File: src/rtl/core/scbp_ram.sv
`timescale 1ns / 1ps
// generic single-port-write, single-port-read ram with registered read
module scbp_ram #(
    parameter int WIDTH = 16,
    parameter int DEPTH = 32,
    localparam int AW   = (DEPTH > 1) ? $clog2(DEPTH) : 1
) (
    input  logic             i_clk,
    input  logic             i_we,
    input  logic [AW-1:0]    i_waddr,
    input  logic [WIDTH-1:0] i_wdata,
    input  logic             i_re,
    input  logic [AW-1:0]    i_raddr,
    output logic [WIDTH-1:0] o_rdata
);

    logic [WIDTH-1:0] r_mem [DEPTH];
    logic [WIDTH-1:0] r_rdata;

    always_ff @(posedge i_clk) begin
        if (i_we) begin
            r_mem[i_waddr] <= i_wdata;
        end
        if (i_re) begin
            r_rdata <= r_mem[i_raddr];
        end
    end

    assign o_rdata = r_rdata;

endmodule

File: config.mk
export PLATFORM = sky130hd
export DESIGN_NAME = scbp_ram
export DESIGN_NICKNAME = d
export VERILOG_FILES = /design/src/rtl/core/scbp_ram.sv
export SDC_FILE = /design/constraint.sdc
export NUM_CORES = 1
export LEC_CHECK = 0
export ABC_AREA = 0
export BUFFER_PORTS_ARGS = -buffer_cell sky130_fd_sc_hd__buf_2
export CAP_MARGIN = 20
export CORE_ASPECT_RATIO = 0.75
export CORE_MARGIN = 2
export CORE_UTILIZATION = 67
export CTS_CLUSTER_SIZE = 28
export DETAILED_ROUTE_END_ITERATION = 12
export GPL_TIMING_DRIVEN = 1
export PLACE_DENSITY = 0.82
export SYNTH_ARGS = -nofsm -noshare
export SYNTH_HDL_FRONTEND = slang
export SYNTH_SLANG_ARGS = --single-unit
File: constraint.sdc
create_clock -name i_clk -period 3.9 [get_ports i_clk]
set_input_delay 0.39 -clock i_clk [delete_from_list [all_inputs] [get_ports i_clk]]
set_output_delay 0.39 -clock i_clk [all_outputs]
set_load 0.02 [all_outputs]
==> results.md <==
Pwr:
- The internal portion of the total power is 8.996 mW.
- Power spread over the standard cell area amounts to 502.1 mW/mm².
- In this run, the clock network consumes 38.8% of the power.
- The combinational group share of total power is 5.5%.
- The total power is 11.42 mW.
- The maximum vdd ir drop is 361.2 µV.
- The sequential fraction of design power is 55.7%.
- For this design the static power due to leakage is 7.974 nW.
- Summed over all nets, the switching power comes to 2.428 mW.
- The switching portion of total power is 21.25%.

Synth:
- After synthesis the netlist holds a flip-flop and latch count of 528.
- The average instance in the mapped netlist occupies 18.11 µm².
- The cell type with the highest aggregate area in the netlist is sky130_fd_sc_hd__edfxtp_1.
- The synthesized instance count is 1143.
- Yosys printed 0 warnings.
- By area the synthesized netlist is led by sky130_fd_sc_hd__edfxtp_1, sky130_fd_sc_hd__mux2i_1, sky130_fd_sc_hd__a22oi_1.
- The synthesized netlist contains 25 unique library cells.
- The number of flops mapped to enable cells by yosys is 528.
- The cell area that synthesis handed to floorplanning was 0.02070 mm².
- Counting every net in the synthesized netlist gives 1172.
- For this run, the register share of the synthesized area comes to 76.61%.
- By count the netlist is led by sky130_fd_sc_hd__edfxtp_1, sky130_fd_sc_hd__mux2i_1, sky130_fd_sc_hd__a22oi_1, sky130_fd_sc_hd__nand3_1.
- The dominant cell by count in the synthesized netlist is sky130_fd_sc_hd__edfxtp_1.
- The top-area cell type share of the netlist area is 76.61%.
- The most frequently used flop master after synthesis is sky130_fd_sc_hd__edfxtp_1.
- The fraction of synthesis flops using an asynchronous set or reset pin is 0%.

Route:
- The average wire length per cell after detail routing is 28.97 µm.
- The number of iterations in the first detailed-routing pass is 6.
- The first routing iteration left 1653 violations.
- The total wire length after detailed routing is 47720 µm.
- The number of nets with antenna violations after routing is 0.
- The routed via count divided by cell count is 6.758.
- The total number of vias is 11130.
- After detailed routing, the number of remaining DRC violations is 0.

Worst setup path:
- STA classifies the critical path endpoint as a flip-flop.
- Of all nets on the critical path, the largest fanout is 27.
- The total buffers and inverters traversed by the critical path is 2.
- At the worst endpoint, the required time is 4.19 ns.
- The nature of the critical path startpoint is a primary input.
- Walking the worst path, the cells encountered are buf_2, nor2b_4, buf_4, a22o_1, nor3_1, a31oi_1, nand3_1.
- The worst-path cell with the longest stage delay is sky130_fd_sc_hd__nor2b_4.
- The largest stage delay on the critical path is 0.70 ns.
- The worst setup path is of the in2reg kind.
- Data on the critical path arrives at its endpoint at 2.50 ns.
- The kind of cell adding the most delay to the critical path is simple AND/OR/NAND/NOR gates.

Timing:
- Timing would allow up to 452.1 MHz.
- Setup repair after global routing left no endpoint under its margin.
- Across all setup checks in the final design, the least slack found is 1.688 ns.
- The count of final setup violators is 0.
- The largest clock skew in the final design is 0.01471 ns.
- The max-slew violation count is 0.
- The transition time of the tightest slew-check pin is 0.8591 ns.
- The setup total negative slack is 0 ns.
- The post-route clock period utilization is 56.72%.
- The normalized max-slew margin is 42.52%.
- The shortest clock period the worst path allows after layout is 2.212 ns.
- The number of endpoints with negative hold slack in the final report is 0.
- Final hold analysis gives a worst-case slack of 0.3501 ns.

Global routing:
- The total routing usage reported by global routing is 30.40%.
- The number of antenna violations at the first check in global routing was 1.
- The largest net degree at the start of global routing is 83.
- The via count of the first global-routing pass is 10870.
- The first global-routing pass estimated 69570 µm of wire.
- For this run the aggregate overflow at the end of global routing stands at 0.

Clocking:
- The H-tree generated during clock tree synthesis spans 2 levels.
- The clock tree from TritonCTS is done.
- Buffers inserted during clock tree synthesis total 47.
- The clock transition at the register clock pins on the worst setup and hold paths after CTS is 0.06 ns.
- The cell at the root of the clock tree is sky130_fd_sc_hd__clkbuf_16.
- The count of hold-fix buffers inserted at cts is 0.
- Once the clock tree was built, the setup fixing pass inserted 0 buffers.
- After clock tree synthesis, the repair step resized 0 gates.
- Clock latency on the worst-skew pair, taken at its later pin, is 0.57 ns.
- In this run the deepest clock path goes through 3 buffers.
- CTS saw 528 sinks.

Floorplan:
- The initial utilization of the core area, before any placement, comes to 68.35%.
- The number of rows created at floorplan is 55.
- The die covers 0.03233 mm².
- In this run the vertical extent of the chip is 156.2 µm.
- The placeable core region is 0.03028 mm².
- The number of placed I/O pins is 45.
- From left edge to right edge, the die measures 206.9 µm.

Cells and area:
- The share of final-layout standard cells stronger than drive strength 1 is 12.83%.
- The net total in the final layout is 1245.
- Once layout is complete, the utilization of the core stands at 75.14%.
- Compared with the post-synthesis result, the final layout area differs by 9.939%.

Placement:
- The routability congestion estimate is 0.8479.
- Buffers placed on the I/O ports in this run total 44.
- The post-DP HPWL is 27480 µm.
- The worst setup timing slack at the placement stage is 1.206 ns.

Flow run:
- Max-cap violations in this run came to 0.

Min path:
- The path class of the lowest-slack min-delay path is in2reg.

Outcome:
- The flow ran to the end, and the final reports show no timing, DRC or antenna violations.
-- metal layers --
layer / GRT usage [%] / wire length (µm)
met5: 0 / 0
met3: 7.749 / 6031
met1: 45.13 / 18630
met4: 10.98 / 1454
met2: 44.44 / 21600
-- state kept, by name, summed over array words and instances, names as in the netlist --
| signal | flops |
|---|---|
| o_rdata | 16 |
| r_mem | 512 |
-- per-stage QoR --
stage	area, µm²	instances
detailed placement	21320	1566
floorplan	20700	1143
global route	22750	1646
finish	22750	1647
CTS	22750	1646
global placement	21320	1566
-- path summary, 6_finish.rpt --
check,cells past startpoint,to,from,slack (ns)
hold reg to reg,4,o_rdata[15],r_mem[16][15],0.70
setup reg to reg,5,o_rdata[14],r_mem[1][14],2.16
hold / removal,1,o_rdata[11],i_re,0.35
setup / recovery,7,o_rdata[11],i_raddr[1],1.69
-- layout by cell type, fill, tap and decap left out --
cell / instances
sky130_fd_sc_hd__a31oi_1: 16
sky130_fd_sc_hd__inv_6: 4
sky130_fd_sc_hd__buf_8: 1
sky130_fd_sc_hd__mux2i_1: 256
sky130_fd_sc_hd__nor2b_4: 2
sky130_fd_sc_hd__a21oi_1: 32
sky130_fd_sc_hd__a22oi_1: 64
sky130_fd_sc_hd__nand4_1: 16
sky130_fd_sc_hd__or3b_2: 3
sky130_fd_sc_hd__nand3_1: 34
sky130_fd_sc_hd__nor2_1: 33
sky130_fd_sc_hd__clkinv_1: 10
sky130_fd_sc_hd__buf_12: 5
sky130_fd_sc_hd__and2_2: 1
sky130_fd_sc_hd__clkinv_2: 7
sky130_fd_sc_hd__clkbuf_1: 8
sky130_fd_sc_hd__or3_1: 1
sky130_fd_sc_hd__nand2b_1: 2
sky130_fd_sc_hd__buf_2: 43
sky130_fd_sc_hd__diode_2: 1
sky130_fd_sc_hd__bufinv_16: 4
sky130_fd_sc_hd__nand3b_1: 5
sky130_fd_sc_hd__nand2_1: 33
sky130_fd_sc_hd__a22o_1: 32
sky130_fd_sc_hd__clkbuf_16: 47
sky130_fd_sc_hd__or2_1: 1
sky130_fd_sc_hd__edfxtp_1: 528
sky130_fd_sc_hd__nor2_4: 1
sky130_fd_sc_hd__buf_4: 42
sky130_fd_sc_hd__nor3_1: 16
-- logic make-up after synthesis --
kind of cell	Yosys count	share of synthesized area, %
buffers and inverters	67	2.612
AND/OR/NAND/NOR	148	3.464
multiplexers	256	12.38
flip-flops	528	76.61
AO/OA/AOI/OAI	144	4.933
-- worst reg2reg max path, delay by kind of cell, from the launching register on --
family / cells / cell delay, ns
AOI/OAI and AO/OA: 2 / 0.46
muxes: 1 / 0.07
and+or+nand+nor: 2 / 0.74
DFF: 1 / 0.32
-- power groups by stage --
| stage | combinational (mW) | clock (mW) | sequential, mW |
|---|---|---|---|
| after detailed placement | 0.612 | 0 | 6.48 |
| after floorplan | 0.355 | 0 | 6.49 |
| final | 0.628 | 4.44 | 6.36 |
| after global placement | 0.594 | 0 | 6.48 |
| after CTS | 0.618 | 4.46 | 6.36 |
| after global routing | 0.662 | 4.67 | 6.36 |
-- cell type report --
| class | count | area, µm² |
|---|---|---|
| clock buffers | 55 | 1206 |
| fillers | 1685 | 7526 |
| flip-flops and latches | 528 | 15860 |
| multi-input cells | 548 | 4317 |
| repair buffers | 91 | 645.6 |
| well taps | 399 | 499.2 |
| clock inverters | 25 | 227.7 |
| diodes | 1 | 2.502 |
(Power assumes the default switching activity.)
