`config.mk`:
```
export PLATFORM = sky130hd
export DESIGN_NAME = scbp_classify
export DESIGN_NICKNAME = d
export VERILOG_FILES = /design/src/rtl/core/scbp_pkg.sv /design/src/rtl/core/scbp_classify.sv
export SDC_FILE = /design/constraint.sdc
export NUM_CORES = 1
export LEC_CHECK = 0
export ABC_AREA = 0
export BUFFER_PORTS_ARGS = -buffer_cell sky130_fd_sc_hd__buf_2
export CAP_MARGIN = 40
export CORE_MARGIN = 5
export CORE_UTILIZATION = 30
export DETAILED_ROUTE_END_ITERATION = 6
export GPL_ROUTABILITY_DRIVEN = 0
export RECOVER_POWER = 100
export SYNTH_ARGS = -nofsm -noshare
export SYNTH_HDL_FRONTEND = slang
export SYNTH_SLANG_ARGS = --single-unit
```
`constraint.sdc`:
```
create_clock -name vclk -period 7.46
set_input_delay 0.746 -clock vclk [all_inputs]
set_output_delay 0.746 -clock vclk [all_outputs]
set_load 0.03 [all_outputs]
```
`src/rtl/core/scbp_pkg.sv`:
```
`timescale 1ns / 1ps
// shared types and constants of the size-class buffer pool
package scbp_pkg;

    localparam int SIZE_CLASSES       = 18;
    localparam int LINK_DEPTH         = 32768;
    localparam int POOL_BYTES         = 1048576;
    localparam int LARGE_HEADER_BYTES = 16;
    localparam int ADDR_SPACE         = 1048576;
    localparam int POOL_LIMIT         = (POOL_BYTES < ADDR_SPACE) ? POOL_BYTES : ADDR_SPACE;

    localparam int SIZE_W = 24;
    localparam int ADDR_W = 20;
    localparam int CLS_W  = 5;
    localparam int CNT_W  = 32;
    localparam int BLK_W  = 15;
    localparam int CAP_W  = 21;
    localparam int MSS_W  = 15;
    localparam int HEAD_W = 16;

    localparam logic [MSS_W-1:0] CLASS_LIMIT = MSS_W'(16384);
    localparam logic [CLS_W-1:0] CLASS_LARGE = CLS_W'(18);

    // configuration register indexes
    localparam logic CFG_MAX_SMALL = 1'b0;
    localparam logic CFG_POOL_CAP  = 1'b1;

    typedef enum logic {
        REQ_ALLOC = 1'b0,
        REQ_FREE  = 1'b1
    } t_req_type;

    typedef enum logic [1:0] {
        ST_OK    = 2'd0,
        ST_LARGE = 2'd1,
        ST_OOM   = 2'd2
    } t_status;

    typedef struct packed {
        logic              is_large;
        logic [CLS_W-1:0]  cls;
        logic [SIZE_W-1:0] grant;
    } t_class_info;

    // packed so that status lands in the lowest bits
    typedef struct packed {
        logic [CNT_W-1:0]  total;
        logic [CNT_W-1:0]  used;
        logic [SIZE_W-1:0] granted;
        logic [CLS_W-1:0]  cls;
        logic [ADDR_W-1:0] address;
        t_status           status;
    } t_result;

endpackage

```
`src/rtl/core/scbp_classify.sv`:
```
`timescale 1ns / 1ps
// maps a request size to its size class and rounded grant
module scbp_classify
    import scbp_pkg::*;
(
    input  logic [SIZE_W-1:0] i_size,
    input  logic [MSS_W-1:0]  i_max_small,
    output t_class_info       o_info
);

    logic [MSS_W-1:0] w_thresh;
    logic             w_large;
    logic [MSS_W-1:0] w_len;
    logic [15:0]      w_sum;
    logic [CLS_W-1:0] w_idx;
    logic [SIZE_W-1:0] w_grant;

    assign w_thresh = (i_max_small > CLASS_LIMIT) ? CLASS_LIMIT : i_max_small;
    assign w_large  = i_size > SIZE_W'(w_thresh);
    // zero counts as one byte
    assign w_len    = (i_size == '0) ? MSS_W'(1) : i_size[MSS_W-1:0];

    always_comb begin
        w_sum   = '0;
        w_idx   = '0;
        w_grant = '0;
        priority if (w_len <= MSS_W'(224)) begin
            w_sum   = {1'b0, w_len} + 16'd31;
            w_idx   = CLS_W'(w_sum >> 5);
            w_grant = {8'd0, w_sum[15:5], 5'd0};
        end else if (w_len <= MSS_W'(768)) begin
            w_sum   = {1'b0, w_len} + 16'd255;
            w_idx   = CLS_W'(w_sum >> 8) + CLS_W'(7);
            w_grant = {8'd0, w_sum[15:8], 8'd0};
        end else if (w_len <= MSS_W'(3072)) begin
            w_sum   = {1'b0, w_len} + 16'd1023;
            w_idx   = CLS_W'(w_sum >> 10) + CLS_W'(10);
            w_grant = {8'd0, w_sum[15:10], 10'd0};
        end else begin
            w_sum   = {1'b0, w_len} + 16'd4095;
            w_idx   = CLS_W'(w_sum >> 12) + CLS_W'(13);
            w_grant = {8'd0, w_sum[15:12], 12'd0};
        end
    end

    always_comb begin
        o_info.is_large = w_large;
        o_info.cls      = w_large ? CLASS_LARGE : w_idx;
        o_info.grant    = w_large ? i_size : w_grant;
    end

endmodule

```
==> reports/results.txt, run 1 <==
FF/Latch Area - 0 um^2
die area - 6013 um^2
TNS Setup - 0 ns
Synth area leaders - ha_1 16%, nand2_1 6.0%, o31ai_1 4.9%
XOR/XNOR Fraction of Synth Area - 4.479%
fin nets - 293
Synth Area in Adders - 15.54%
Pwr Density - 52.24 nW/um^2
Crit Path Class - input port to output pin
Mapped Area - 1369 um^2
Final Cell Area - 1629 um^2
largest stage delay on the critical path - 1.00 ns
CP startpoint kind - input port
Layout Cells excl Fill - 287
antenna viol nets, final - 0
DRC violations left - 0
maximum VDD drop - 0.00002044 V
# rows - 24
total wire length - 4.039 mm
CP Launch Point - i_max_small[9]
fill count - 510
routed vias - 1541
slowest CP cell - o311ai_0
I/O Buffers - 69
initial cell density of the core - 31.22%
drt wl/cell - 14.07 um
WHS Endpoint - o_info[22]
Max Freq - 182.5 MHz
initial antenna violation count - 0
vias per inst - 5.369
DRT iter0 DRCs - 68
clock buffer count - 0
Hold Crit Class - input port to output pin
Slew Limit Fails - 0
footprint of the multi-input gates - 1199 um^2
unrepaired setup endpoints after global routing - no
LEAKAGE - 0.6735 nW
Area Growth Syn to Fin - 19.01%
num sequential - 0
max_slew headroom - 19.87%
outcome - finished clean
largest family of logic cells by synthesized area - simple AND/OR/NAND/NOR gates
ratio of cells with drive above 1 in the final layout - 29.79%
top-area cell type share of the netlist area - 15.54%
data required time at the worst endpoint - 6.71 ns
CP Cell Sequence - buf_2 -> nor4_1 -> a41o_1 -> nand2_1 -> ha_1 -> nand4_1 -> nor4_4 -> o311ai_0 -> clkbuf_1 -> or2_0 -> and2_2 -> clkbuf_1
hold wc startpoint - i_size[22]
data arrival time of the worst path - 4.73 ns
Die X - 77.55 um
total global-route track usage - 13.30%
count of final hold-check violations - 0
total grt overflow - 0
Yosys top cell by area - ha_1
sequential share of the synthesized area - 0%
Post-Syn Instances - 183
Synth Area per Inst - 7.480 um^2
crit-path max FO - 18
Synth cell types - 58
multiplexer area fraction after synthesis - 0.8227%
hold depth - 2
simple-gate share of the synthesized area - 39.12%
Worst Max-Slew Pin Slew - 1.187 ns
final-report setup violation count - 0
Syn. warnings - 0
placed cell count - 287
post-DP HPWL - 3.558 mm
core area - 4384 um^2
IO Count - 69
first-pass GRT wire length - 7.113 mm
period utilization - 73.45%
syn_nets - 239
drt pass-1 iters - 4
Crit. End Element - output pin
complex-gate fraction of the synthesized area - 28.61%
cts repair resizes - 0
post-CTS setup buffer count - 0
largest net degree at the start of global routing - 19
Die H - 77.55 um
ANT cells - 0
hold buffers post-CTS - 0
vias in the first global route - 1577
placed inst area - 1675 um^2
Period minus WS final - 5.480 ns
CP dominant cell by count - clkbuf_1
MaxCap Viol Count - 0
## kinds of logic (layout without fill, tap and decap cells)
logic type                 count (synthesis)  in the layout
buffers and inverters                     29             81
muxes                                      1              1
xor gates and xnor gates                   7              7
and+or+nand+nor                           81             81
adders and majority gates                 17             17
AOI/OAI and AO/OA                         48             48
## power by group
part / total, W / switching, W / internal [W]
clock: 0 / 0 / 0
combinational: 0.0000851 / 0.0000551 / 0.0000300
sequential: 0 / 0 / 0
## worst max-delay path, delay by kind of cell
kind / cells / cell delay [ns]
AO/OA/AOI/OAI: 2 / 1.24
adder cells (fa/ha/maj): 1 / 0.29
buffers and inverters: 3 / 0.80
AND/OR/NAND/NOR: 6 / 1.64
## stage by stage
step | utilization (%) | hold WS [ns] | setup WS [ns] | power, W
after global routing | 37.16 | 1.808 | 1.658 | 0.00009569
after CTS | 38.21 | 1.768 | 2.851 | 0.00008843
after floorplan | - | 1.671 | 3.044 | 0.00005944
after detailed placement | 38.21 | 1.767 | 2.851 | 0.00008811
after global placement | 37.87 | 1.767 | 2.774 | 0.00008677
final | 37.16 | 1.801 | 1.980 | 0.00008510
## layout make-up
cell class                 count  share of cell area, %
inverter                      10                  2.304
timing repair buffer          71                  20.12
tap                           52                  3.994
multi-input combinational    154                  73.58
## cells in the final DEF (no fill, tap or decap), types with 5 or more instances in the layout
cell type and count:
o21ai_0 6, clkbuf_1 22, inv_1 10, nor4_1 6, nor3_1 6, o41ai_1 5
nand2_1 22, o31ai_1 9, ha_1 17, a21oi_1 6, buf_2 49, nor2_1 10
## per-layer routing
metal	vias to the layer above	global-route usage, %	share of wire [%]
met1	690	18.90	47
met4	0	1.203	0.77
met3	2	1.157	5.4
met2	46	22.56	46
met5	-	0	0
li1	803	-	-
## cell usage after synthesis, drive strengths merged
cell type / instances
a2111oi: 1
a211oi: 4
a21o: 2
a21oi: 7
a221oi: 2
a311oi: 1
a31o: 1
a31oi: 3
a41o: 2
and2: 6
and4: 1
buf: 8
clkbuf: 11
ha: 17
inv: 10
mux2: 1
nand2: 24
nand2b: 2
nand3: 3
nand4: 4
nand4b: 2
nor2: 10
nor2b: 1
nor3: 7
nor3b: 2
nor4: 12
nor4b: 1
o21ai: 7
o21bai: 1
o311ai: 1
o31a: 2
o31ai: 9
o41ai: 5
or2: 2
or3: 2
or3b: 1
or4: 1
xnor2: 4
xor2: 3
## worst max path at each step
| stage | end | slack (ns) | cells after the start |
|---|---|---|---|
| finish | o_info[0] | 1.98 | 12 |
| CTS | o_info[14] | 2.85 | 12 |
| global route | o_info[11] | 1.66 | 12 |
| detailed placement | o_info[14] | 2.85 | 12 |
| global placement | o_info[0] | 2.77 | 12 |
| floorplan | o_info[14] | 3.04 | 10 |
No activity file was read; power rests on OpenSTA's default activity.
==> run 2: changes to the inputs <==
==> constraint.sdc (replaced) <==
create_clock -name vclk -period 4.78
set_input_delay 0.478 -clock vclk [all_inputs]
set_output_delay 0.478 -clock vclk [all_outputs]
set_load 0.03 [all_outputs]
==> run 2 against run 1 <==
Compared with the run above: setup slack worse by 1.4 ns; power up 58%; final cell count unchanged; global-route usage down 0.19 points; die area unchanged; clock-buffer cell count unchanged; critical endpoint is now o_info[6]; core utilization about the same; hold slack worse by 0.54 ns; highest routed layer unchanged; critical path type unchanged.
==> reports/results.txt, run 2 (synthesized netlist as in run 1, its figures left out) <==
outcome - finished clean
DRT iter0 DRCs - 73 (+7.4%)
Worst Slack Setup Final - 0.5326 ns (-1.448 ns)
CP top delay family - simple AND/OR/NAND/NOR gates
Slew Limit Fails - 0 (unchanged)
total global-route track usage - 13.11% (-0.19 points)
drt wl/cell - 14.29 um (+1.5%)
maximum VDD drop - 0.00003327 V (+63%)
data required time at the worst endpoint - 4.30 ns (-2.41 ns)
Die H - 77.55 um (unchanged)
Max Freq - 235.4 MHz
worst path buffer plus inverter count - 3 (unchanged)
Crit Path Class - input port to output pin
clock buffer count - 0 (unchanged)
antenna viol nets, final - 0 (unchanged)
ANT cells - 0 (unchanged)
final-report setup violation count - 0 (unchanged)
DRC violations left - 0 (unchanged)
unrepaired setup endpoints after global routing - no
Crit. End Element - output pin
initial cell density of the core - 31.22% (unchanged)
most frequent cells in the layout - 53 x buf_2, 22 x nand2_1, 17 x ha_1, 17 x clkbuf_1
footprint of the multi-input gates - 1191 um^2 (-0.63%)
post-CTS setup buffer count - 0 (unchanged)
I/O Buffers - 69 (unchanged)
total grt overflow - 0 (unchanged)
num sequential - 0 (unchanged)
largest stage delay on the critical path - 0.55 ns (-0.45 ns)
# rows - 24 (unchanged)
Worst Max-Slew Pin Slew - 0.9018 ns (-0.2851 ns)
period utilization - 88.86%
max_slew headroom - 39.88% (+20 points)
routed wl met3 - 198 um (-9.6%)
cts repair resizes - 0 (unchanged)
data arrival time of the worst path - 3.77 ns (-0.96 ns)
TNS Setup - 0 ns (unchanged)
CP startpoint kind - input port
Hold Crit Class - input port to output pin
vias in the first global route - 1513 (-4.1%)
IO Count - 69 (unchanged)
crit-path max FO - 18 (unchanged)
DR WL met2 - 1.973 mm (+5.4%)
initial antenna violation count - 0 (unchanged)
commonest non-fill, non-tap cell in the layout - buf_2
CP Cell Sequence - buf_2 -> nor4_1 -> a41o_1 -> nand2_1 -> ha_1 -> nand4_2 -> nor4_4 -> o311ai_2 -> clkbuf_1 -> or2_0 -> o41ai_1 -> clkbuf_1
first-pass GRT wire length - 6.975 mm (-1.9%)
post-DP HPWL - 3.560 mm (about the same)
vias per inst - 5.331 (-0.71%)
CP dominant cell by count - clkbuf_1
Area Growth Syn to Fin - 19.10% (about the same)
fill count - 491 (-3.7%)
Setup WS pre-CTS - 0.7175 ns (-2.133 ns)
routed vias - 1530 (-0.71%)
core area - 4384 um^2 (unchanged)
hold buffers post-CTS - 0 (unchanged)
LEAKAGE - 0.6901 nW (+2.5%)
die area - 6013 um^2 (unchanged)
Pwr Density - 82.36 nW/um^2 (+58%)
slowest CP cell - or2_0
Die X - 77.55 um (unchanged)
fin nets - 293 (unchanged)
drt pass-1 iters - 4 (unchanged)
met1 wire length - 1.898 mm (-0.94%)
Pwr Total - 0.0001343 W (+58%)
total wire length - 4.100 mm (+1.5%)
MaxCap Viol Count - 0 (unchanged)
ratio of cells with drive above 1 in the final layout - 31.91% (+2.1 points)
Period minus WS final - 4.247 ns
largest net degree at the start of global routing - 19 (unchanged)
Top Metal Used - met4
count of final hold-check violations - 0 (unchanged)
FF/Latch Area - 0 um^2 (unchanged)
run 2: power by group:
group | switching (W) | internal (W) | total [W]
clock | 0 | 0 | 0
sequential | 0 | 0 | 0
combinational | 0.0000861 | 0.0000482 | 0.000134
total | 0.0000861 | 0.0000482 | 0.000134
run 2: worst paths after layout:
check,start,end,cells after the start
setup / recovery,i_max_small[9],o_info[6],12
hold / removal,i_size[23],o_info[23],2
run 2: layer usage:
| metal | track usage, % | up-vias |
|---|---|---|
| met3 | 1.736 | 2 |
| met5 | 0 | - |
| met2 | 22.81 | 39 |
| met1 | 17.93 | 685 |
| li1 | - | 804 |
| met4 | 0.8591 | 0 |
run 2: final cells by class:
type               count  share of cell area [%]
repair buffers        71                   20.64
inverters             10                   2.302
well taps             52                   3.991
multi-input cells    154                   73.06
run 2: stage by stage:
step           std cells  hold slack [ns]  util [%]  area, um^2
6_report             287            1.265     37.19        1630
5_1_grt              287            1.270     37.19        1630
4_1_cts              287            1.232     38.21        1675
3_5_place_dp         287            1.232     38.21        1675
3_3_place_gp         285            1.231     37.87        1660
2_1_floorplan        183            1.135         -        1369
